**config.mk**
```make
export PLATFORM = sky130hd
export DESIGN_NAME = lru_tag_store_unit
export DESIGN_NICKNAME = d
export VERILOG_FILES = /design/src/rtl/lts_pkg.sv /design/src/rtl/lts_store.sv /design/src/rtl/lts_cmp.sv /design/src/rtl/lru_tag_store_unit.sv
export SDC_FILE = /design/constraint.sdc
export NUM_CORES = 2
export LEC_CHECK = 0
export ABC_AREA = 1
export BUFFER_PORTS_ARGS = -buffer_cell sky130_fd_sc_hd__buf_2
export CAP_MARGIN = 20
export CORE_ASPECT_RATIO = 1.25
export CORE_UTILIZATION = 50
export CTS_BUF_LIST = sky130_fd_sc_hd__clkbuf_2 sky130_fd_sc_hd__clkbuf_4 sky130_fd_sc_hd__clkbuf_8
export CTS_CLUSTER_SIZE = 40
export DETAILED_ROUTE_END_ITERATION = 8
export PLACE_DENSITY = 0.72
export SYNTH_ARGS = -nofsm -noshare
export SYNTH_HDL_FRONTEND = slang
export SYNTH_SLANG_ARGS = --single-unit
```
**constraint.sdc**
```tcl
create_clock -name clk -period 12.07 [get_ports clk]
set_clock_uncertainty 0.15 [all_clocks]
set_input_delay 1.207 -clock clk [delete_from_list [all_inputs] [get_ports clk]]
set_output_delay 1.207 -clock clk [all_outputs]
set_load 0.02 [all_outputs]
```
**src/rtl/lts_pkg.sv**
```systemverilog
`default_nettype none
package lts_pkg;

  localparam int KEY_W   = 64;
  localparam int STAMP_W = 32;
  localparam int SLOT_W  = 4;

  localparam logic OP_LOOKUP = 1'b0;
  localparam logic OP_FILL   = 1'b1;

  typedef struct packed {
    logic             operation;
    logic [KEY_W-1:0] key;
    logic             cacheable;
  } lts_in_t;

  typedef struct packed {
    logic              hit;
    logic [SLOT_W-1:0] slot;
    logic              replaced;
  } lts_out_t;

  typedef struct packed {
    logic key_we;
    logic stamp_we;
  } lts_wr_ctl_t;

  typedef struct packed {
    logic vld;
    logic first;
    logic fill;
  } lts_cmp_ctl_t;

endpackage
`default_nettype wire

```
**src/rtl/lts_store.sv**
```systemverilog
`default_nettype none
module lts_store import lts_pkg::*; #(
  parameter int ENTRIES  = 16,
  parameter int KEY_BITS = 64,
  parameter int IDX_W    = $clog2(ENTRIES)
) (
  input  wire logic                clk,
  input  wire logic                rst_n,
  input  wire logic [IDX_W-1:0]    rd_addr,
  input  wire lts_wr_ctl_t         wr_ctl,
  input  wire logic [IDX_W-1:0]    wr_addr,
  input  wire logic [KEY_BITS-1:0] wr_key,
  input  wire logic [STAMP_W-1:0]  wr_stamp,
  output logic [KEY_BITS-1:0]      rd_key_r,
  output logic [STAMP_W-1:0]       rd_stamp_r,
  output logic                     rd_valid_r
);

  logic [KEY_BITS-1:0] key_mem [ENTRIES];
  logic [STAMP_W-1:0]  stamp_mem [ENTRIES];
  logic [ENTRIES-1:0]  valid_r;

  always_ff @(posedge clk) begin
    if (wr_ctl.key_we) begin
      key_mem[wr_addr] <= wr_key;
    end
    if (wr_ctl.stamp_we) begin
      stamp_mem[wr_addr] <= wr_stamp;
    end
    rd_key_r   <= key_mem[rd_addr];
    rd_stamp_r <= stamp_mem[rd_addr];
  end

  always_ff @(posedge clk) begin
    if (!rst_n) begin
      valid_r    <= '0;
      rd_valid_r <= 1'b0;
    end else begin
      if (wr_ctl.key_we) begin
        valid_r[wr_addr] <= 1'b1;
      end
      rd_valid_r <= valid_r[rd_addr];
    end
  end

endmodule
`default_nettype wire

```
**src/rtl/lts_cmp.sv**
```systemverilog
`default_nettype none
module lts_cmp import lts_pkg::*; #(
  parameter int ENTRIES  = 16,
  parameter int KEY_BITS = 64,
  parameter int IDX_W    = $clog2(ENTRIES)
) (
  input  wire logic                clk,
  input  wire lts_cmp_ctl_t        ctl,
  input  wire logic [IDX_W-1:0]    idx,
  input  wire logic [KEY_BITS-1:0] key_q,
  input  wire logic [KEY_BITS-1:0] rd_key,
  input  wire logic [STAMP_W-1:0]  rd_stamp,
  input  wire logic                rd_valid,
  output logic                     found,
  output logic [IDX_W-1:0]         victim_idx
);

  logic [STAMP_W-1:0] best_stamp_r;
  logic [IDX_W-1:0]   best_idx_r;
  logic               take;

  // lookup: valid entry with equal key; fill: empty entry
  assign found      = ctl.fill ? !rd_valid : (rd_valid && (rd_key == key_q));
  assign take       = ctl.first || (rd_stamp < best_stamp_r);
  assign victim_idx = take ? idx : best_idx_r;

  always_ff @(posedge clk) begin
    if (ctl.vld && take) begin
      best_stamp_r <= rd_stamp;
      best_idx_r   <= idx;
    end
  end

endmodule
`default_nettype wire

```
**src/rtl/lru_tag_store_unit.sv**
```systemverilog
// channel | ports                         | handshake
// input   | start, busy, in_item          | taken when start && !busy
// result  | out_strobe, out_item          | one cycle per item, no back-pressure
//
// a lookup or cacheable fill scans the entries one per cycle through one
// store read port and one shared compare unit, and stays busy until the
// scan ends and its result is registered
// a fill that is not cacheable is answered the cycle after it is taken
// synchronous active-low reset empties all entries and clears the time
// the result strobe lasts one cycle; the receiver cannot stall it
`default_nettype none
module lru_tag_store_unit import lts_pkg::*; #(
  parameter int ENTRIES  = 16,
  parameter int KEY_BITS = 64
) (
  input  wire logic    clk,
  input  wire logic    rst_n,
  input  wire logic    start,
  output logic         busy,
  input  wire lts_in_t in_item,
  output logic         out_strobe,
  output lts_out_t     out_item
);

  localparam int IDX_W = (ENTRIES > 1) ? $clog2(ENTRIES) : 1;
  localparam logic [IDX_W-1:0] LAST = IDX_W'(ENTRIES - 1);

  typedef enum logic {ST_IDLE, ST_SCAN} state_t;

  state_t              state_r, state_nxt;
  logic                fill_r, fill_nxt;
  logic [KEY_BITS-1:0] key_r, key_nxt;
  logic [IDX_W-1:0]    rd_idx_r, rd_idx_nxt;
  logic                rd_on_r, rd_on_nxt;
  logic                dv_r, dv_nxt;
  logic [IDX_W-1:0]    cmp_idx_r, cmp_idx_nxt;
  logic [STAMP_W-1:0]  now_r, now_nxt;
  logic                out_strobe_r, out_strobe_nxt;
  lts_out_t            out_item_r, out_item_nxt;

  lts_wr_ctl_t         wr_ctl;
  logic [IDX_W-1:0]    wr_addr;
  lts_cmp_ctl_t        cmp_ctl;
  logic [KEY_BITS-1:0] rd_key;
  logic [STAMP_W-1:0]  rd_stamp;
  logic                rd_valid;
  logic                found;
  logic [IDX_W-1:0]    victim_idx;

  assign busy       = (state_r != ST_IDLE);
  assign out_strobe = out_strobe_r;
  assign out_item   = out_item_r;

  assign cmp_ctl.vld   = dv_r;
  assign cmp_ctl.first = dv_r && (cmp_idx_r == '0);
  assign cmp_ctl.fill  = fill_r;

  lts_store #(
    .ENTRIES  (ENTRIES),
    .KEY_BITS (KEY_BITS),
    .IDX_W    (IDX_W)
  ) u_store (
    .clk        (clk),
    .rst_n      (rst_n),
    .rd_addr    (rd_idx_r),
    .wr_ctl     (wr_ctl),
    .wr_addr    (wr_addr),
    .wr_key     (key_r),
    .wr_stamp   (now_r),
    .rd_key_r   (rd_key),
    .rd_stamp_r (rd_stamp),
    .rd_valid_r (rd_valid)
  );

  lts_cmp #(
    .ENTRIES  (ENTRIES),
    .KEY_BITS (KEY_BITS),
    .IDX_W    (IDX_W)
  ) u_cmp (
    .clk        (clk),
    .ctl        (cmp_ctl),
    .idx        (cmp_idx_r),
    .key_q      (key_r),
    .rd_key     (rd_key),
    .rd_stamp   (rd_stamp),
    .rd_valid   (rd_valid),
    .found      (found),
    .victim_idx (victim_idx)
  );

  always_comb begin
    state_nxt      = state_r;
    fill_nxt       = fill_r;
    key_nxt        = key_r;
    rd_idx_nxt     = rd_idx_r;
    rd_on_nxt      = rd_on_r;
    dv_nxt         = dv_r;
    cmp_idx_nxt    = cmp_idx_r;
    now_nxt        = now_r;
    out_strobe_nxt = 1'b0;
    out_item_nxt   = out_item_r;
    wr_ctl         = '0;
    wr_addr        = cmp_idx_r;
    unique case (state_r)
      ST_IDLE: begin
        if (start) begin
          fill_nxt = (in_item.operation == OP_FILL);
          key_nxt  = in_item.key[KEY_BITS-1:0];
          if ((in_item.operation == OP_FILL) && !in_item.cacheable) begin
            now_nxt        = now_r + 1'b1;
            out_strobe_nxt = 1'b1;
            out_item_nxt   = '0;
          end else begin
            state_nxt  = ST_SCAN;
            rd_idx_nxt = '0;
            rd_on_nxt  = 1'b1;
            dv_nxt     = 1'b0;
          end
        end
      end
      ST_SCAN: begin
        dv_nxt      = rd_on_r;
        cmp_idx_nxt = rd_idx_r;
        if (rd_on_r) begin
          if (rd_idx_r == LAST) begin
            rd_on_nxt = 1'b0;
          end else begin
            rd_idx_nxt = rd_idx_r + 1'b1;
          end
        end
        if (dv_r) begin
          if (fill_r) begin
            if (found || (cmp_idx_r == LAST)) begin
              wr_ctl.key_we         = 1'b1;
              wr_ctl.stamp_we       = 1'b1;
              wr_addr               = found ? cmp_idx_r : victim_idx;
              now_nxt               = now_r + 1'b1;
              out_strobe_nxt        = 1'b1;
              out_item_nxt.hit      = 1'b0;
              out_item_nxt.slot     = SLOT_W'(wr_addr);
              out_item_nxt.replaced = !found;
              state_nxt             = ST_IDLE;
              rd_on_nxt             = 1'b0;
              dv_nxt                = 1'b0;
            end
          end else begin
            if (found) begin
              wr_ctl.stamp_we       = 1'b1;
              now_nxt               = now_r + 1'b1;
              out_strobe_nxt        = 1'b1;
              out_item_nxt.hit      = 1'b1;
              out_item_nxt.slot     = SLOT_W'(cmp_idx_r);
              out_item_nxt.replaced = 1'b0;
              state_nxt             = ST_IDLE;
              rd_on_nxt             = 1'b0;
              dv_nxt                = 1'b0;
            end else if (cmp_idx_r == LAST) begin
              out_strobe_nxt = 1'b1;
              out_item_nxt   = '0;
              state_nxt      = ST_IDLE;
              rd_on_nxt      = 1'b0;
              dv_nxt         = 1'b0;
            end
          end
        end
      end
      default: state_nxt = ST_IDLE;
    endcase
  end

  always_ff @(posedge clk) begin
    if (!rst_n) begin
      state_r      <= ST_IDLE;
      rd_on_r      <= 1'b0;
      dv_r         <= 1'b0;
      now_r        <= '0;
      out_strobe_r <= 1'b0;
    end else begin
      state_r      <= state_nxt;
      rd_on_r      <= rd_on_nxt;
      dv_r         <= dv_nxt;
      now_r        <= now_nxt;
      out_strobe_r <= out_strobe_nxt;
    end
    fill_r     <= fill_nxt;
    key_r      <= key_nxt;
    rd_idx_r   <= rd_idx_nxt;
    cmp_idx_r  <= cmp_idx_nxt;
    out_item_r <= out_item_nxt;
  end

endmodule
`default_nettype wire

```
==> results.md <==
- Cts repair resizes: 0
- Power Density: around 170 nW/um^2
- First-pass GRT wire length: between 200000 and 300000 microns
- Root buffer cell: clkbuf_8
- Die ar.: about 140000 sq um
- Critical Path Max Stage Delay: approximately 0.82 ns
- Synthesized instance count: between 5000 and 6000
- Final hold violations: 0
- Worst Setup SP: key_r[52]
- Crit-path most repeated cell: nor2_1
- Worst min-delay path class: in -> reg
- Syn avg cell area: 12.9 sq um
- Die width: between 300 and 400 microns
- Yosys warning count: 0
- Cts bufs inserted: approximately 290
- #FFs+latches synth: 1800
- Max Clk Rate: 0.191 GHz
- Initial antenna violation count: 7
- Pre-CTS setup slack: ~7 ns
- Clk_lat worst skew: 1.00 ns
- Critical Path Source Type: flop
- CP Buf/Inv Count: 2
- Vias post-DR: ~45000
- Reg2reg end: u_store.key_mem[2][12]
- Boundary pin count: 77
- Post-Syn Nets: 5487
- Max_slew headroom: 22.5%
- Layout cell share with drive strength beyond 1: about an eighth
- Routability-driven placement congestion ratio: ~0.9
- Drt first pass iters: 5
- GRT Total Usage: between 20 and 25%
- Actual slew at the worst max-slew pin: around 1.2 ns
- Critical path depth in cells: 14
- Max-cap violation count: 0
- Leakage power: between 0.02 and 0.03 uW
- Final layout net count: between 5000 and 6000
- RSZ-0062 raised after global routing: false
- Htree depth: 5
- Share of power burned in combinational logic: approximately 6.5%
- Worst R2R Start: key_r[52]
- Internal power: between 10000 and 15000 uW
- Post-route ant nets: 0
- Setup TNS: 0 ns
- PnR worst setup slack: 6.82 ns
- Library cells used by synthesis: 42
- Share of total power in sequential cells: 53.2%
- Setup violators final: 0
- Final period util: 43.5%
- Hold_buf cts: 0
- Crit-path cells: xnor2_1 > nand2_1 > nor2_1 > nand2_1 > nor2_1 > nand3_2 > nand2_1 > o21bai_1 > nand3_1 > nor2_1 > nor2_1 > nand4_1 > inv_4 > buf_4
- CP arrival: 5.67 ns
- Overall die height: around 420 microns
- Drc violations: 0
- Clock-pin slew on the worst setup and hold paths: ~0.070 ns
- Largest fanout on the critical path: 38
- Wire per inst: between 20 and 25 microns
- Vias per Instance: 5.94
- Site Rows: about 150
- Crit. End Element: flop
- Worst path top cell family by delay: simple AND/OR/NAND/NOR gates
- Post-synthesis sequential area ratio: 75.4%
- Slew Viols, Final: 0
- Worst path required time: 12.50 ns
- Max VDD drop: between 0.09 and 0.1 mV
- Status: finished clean
- Largest net degree at the start of global routing: about 220
- Core Region: about 140000 sq um
- Post-DP HPWL: just under 90000 microns
- CTS Buffer Depth: 4
- Crit-path slowest cell: xnor2_1
- DRT Wirelength: between 150000 and 200000 microns
- Port Buffer Count: 76
- Total grt overflow: 0
- Filler cells: roughly 11000
- Setup crit end: u_store.key_mem[2][12]
- Critical path type: reg -> reg
- Area Growth Syn to Fin: 11.6%
- Sink Count: between 1500 and 2000
- 1st-iter DRT viols: roughly 4800
- Worst r2r path cells: 14
- Sw Share: 23.0%
- Initial Utilization: between 50% and 60%
- Switching pwr: roughly 3000 uW
- Cell Area, Synth: between 60000 and 70000 sq um
- CTS tree: yes
- Vias in the first global route: approximately 43000
- Final min period: around 5.2 ns
- Clock share of power: between 40% and 50%
- R2R Setup Slk: between 6 and 7 ns
- Post-CTS setup buffer count: 0
## sequential cells by signal, summed over array words and instances, names as in the netlist
register            flops
cmp_idx_r               4
u_store.rd_stamp_r     32
rd_idx_r                4
key_r                  64
u_cmp.best_idx_r        4
u_store.rd_valid_r      1
u_cmp.best_stamp_r     32
u_store.stamp_mem     512
dv_r                    1
out_item                6
u_store.key_mem      1024
fill_r                  1
u_store.valid_r        16
u_store.rd_key_r       64
busy                    1
rd_on_r                 1
now_r                  32
out_strobe              1
## how the worst min path moves through the flow
stage	from	to	slack (ns)	cells after the start
6_report	in_item[25]	key_r[24]	0.24	1
3_5_place_dp	u_store.rd_stamp_r[0]	u_cmp.best_stamp_r[0]	0.27	0
3_3_place_gp	u_store.rd_stamp_r[0]	u_cmp.best_stamp_r[0]	0.27	0
4_1_cts	in_item[34]	key_r[33]	0.17	1
5_1_grt	in_item[28]	key_r[27]	0.20	1
2_1_floorplan	u_store.rd_stamp_r[0]	u_cmp.best_stamp_r[0]	0.26	0
## metal layers
metal	vias up	track usage (%)	share of wire, %
met2	2203	41.8	50
met4	6	12.1	4.3
met1	22200	31.5	38
met3	426	4.38	8.4
met5	-	0	0.022
li1	20100	-	-
## power groups by stage
stage          sequential [uW]  combinational (uW)  clock (uW)
2_1_floorplan             7060                 569           0
3_3_place_gp              7100                 826           0
3_5_place_dp              7100                 847           0
4_1_cts                   6970                 850        5350
5_1_grt                   6980                 944        5620
6_report                  6980                 859        5290
## stage by stage
| step | power (uW) | cells | cell area [sq um] | hold slack, ns | utilization [%] |
|---|---|---|---|---|---|
| 5_1_grt | 13500 | 7558 | 77800 | 0.203 | 56.4 |
| 3_5_place_dp | 7950 | 7049 | 71900 | 0.268 | 52.2 |
| 6_report | 13100 | 7559 | 77800 | 0.243 | 56.4 |
| 3_3_place_gp | 7920 | 7047 | 71900 | 0.268 | 52.1 |
| 4_1_cts | 13200 | 7555 | 77800 | 0.166 | 56.4 |
| 2_1_floorplan | 7630 | 5385 | 69700 | 0.258 | - |
## Yosys cell counts, drive strengths merged
master     n  area [sq um]
o21a       1          7.51
nand3b     3          22.5
o211a      1          10.0
xor2      18           158
o22ai    226          1410
or2       13          81.3
clkbuf   289          1080
xnor2     17           149
nor3b      1          7.51
o21ai    797          3990
nand4     44           275
clkinv     3          11.3
o31ai      1          7.51
nor4      19           119
o21bai     4          30.0
o221ai   158          1380
a21oi     73           365
dfxtp    149          2980
nor3      25           125
buf       36           164
and3       1          6.26
o211ai    34           255
nor2     890          3380
nand3    205          1040
o2111a     1          11.3
a31oi      2          12.5
or3        1          6.26
inv      207           777
ha        33           413
nand2    482          1840
edfxtp  1651         49600
## placed cells by master, fill, tap and decap left out, types with 4 or more instances in the layout
cell type and instances:
a21oi_1 73, buf_2 76, buf_4 61, bufinv_16 7
clkbuf_4 108, clkbuf_8 333, clkinv_1 33, clkinv_2 20
clkinvlp_4 7, dfxtp_1 149, edfxtp_1 1651, ha_1 33
inv_1 181, inv_2 5, inv_4 17, nand2_1 473
nand2_2 7, nand3_1 202, nand4_1 44, nor2_1 874
nor2_4 13, nor3_1 23, nor4_1 11, nor4_2 8
o211ai_1 34, o21ai_0 795, o21bai_1 4, o221ai_1 158
o22ai_1 226, or2_2 13, xnor2_1 17, xor2_1 18
## final cells by class
class	instances	area, sq um	share of cell area, %
diodes	3	7.51	0.00965
clock buffers	441	5390	6.93
clock inverters	65	484	0.622
inverters	210	861	1.11
multi-input cells	3050	15300	19.6
flip-flops and latches	1800	52600	67.5
well taps	1848	2310	2.97
repair buffers	142	953	1.23
## logic make-up after synthesis
logic type      count (synthesis)  synth area share (%)
fa+ha+maj                      33                 0.592
xor+xnor                       35                 0.440
compound gates               1298                  10.7
simple gates                 1684                  9.91
buf+inv                       535                  2.92
flops                        1800                  75.4
Note: power is estimated with default switching activity, not from simulation.
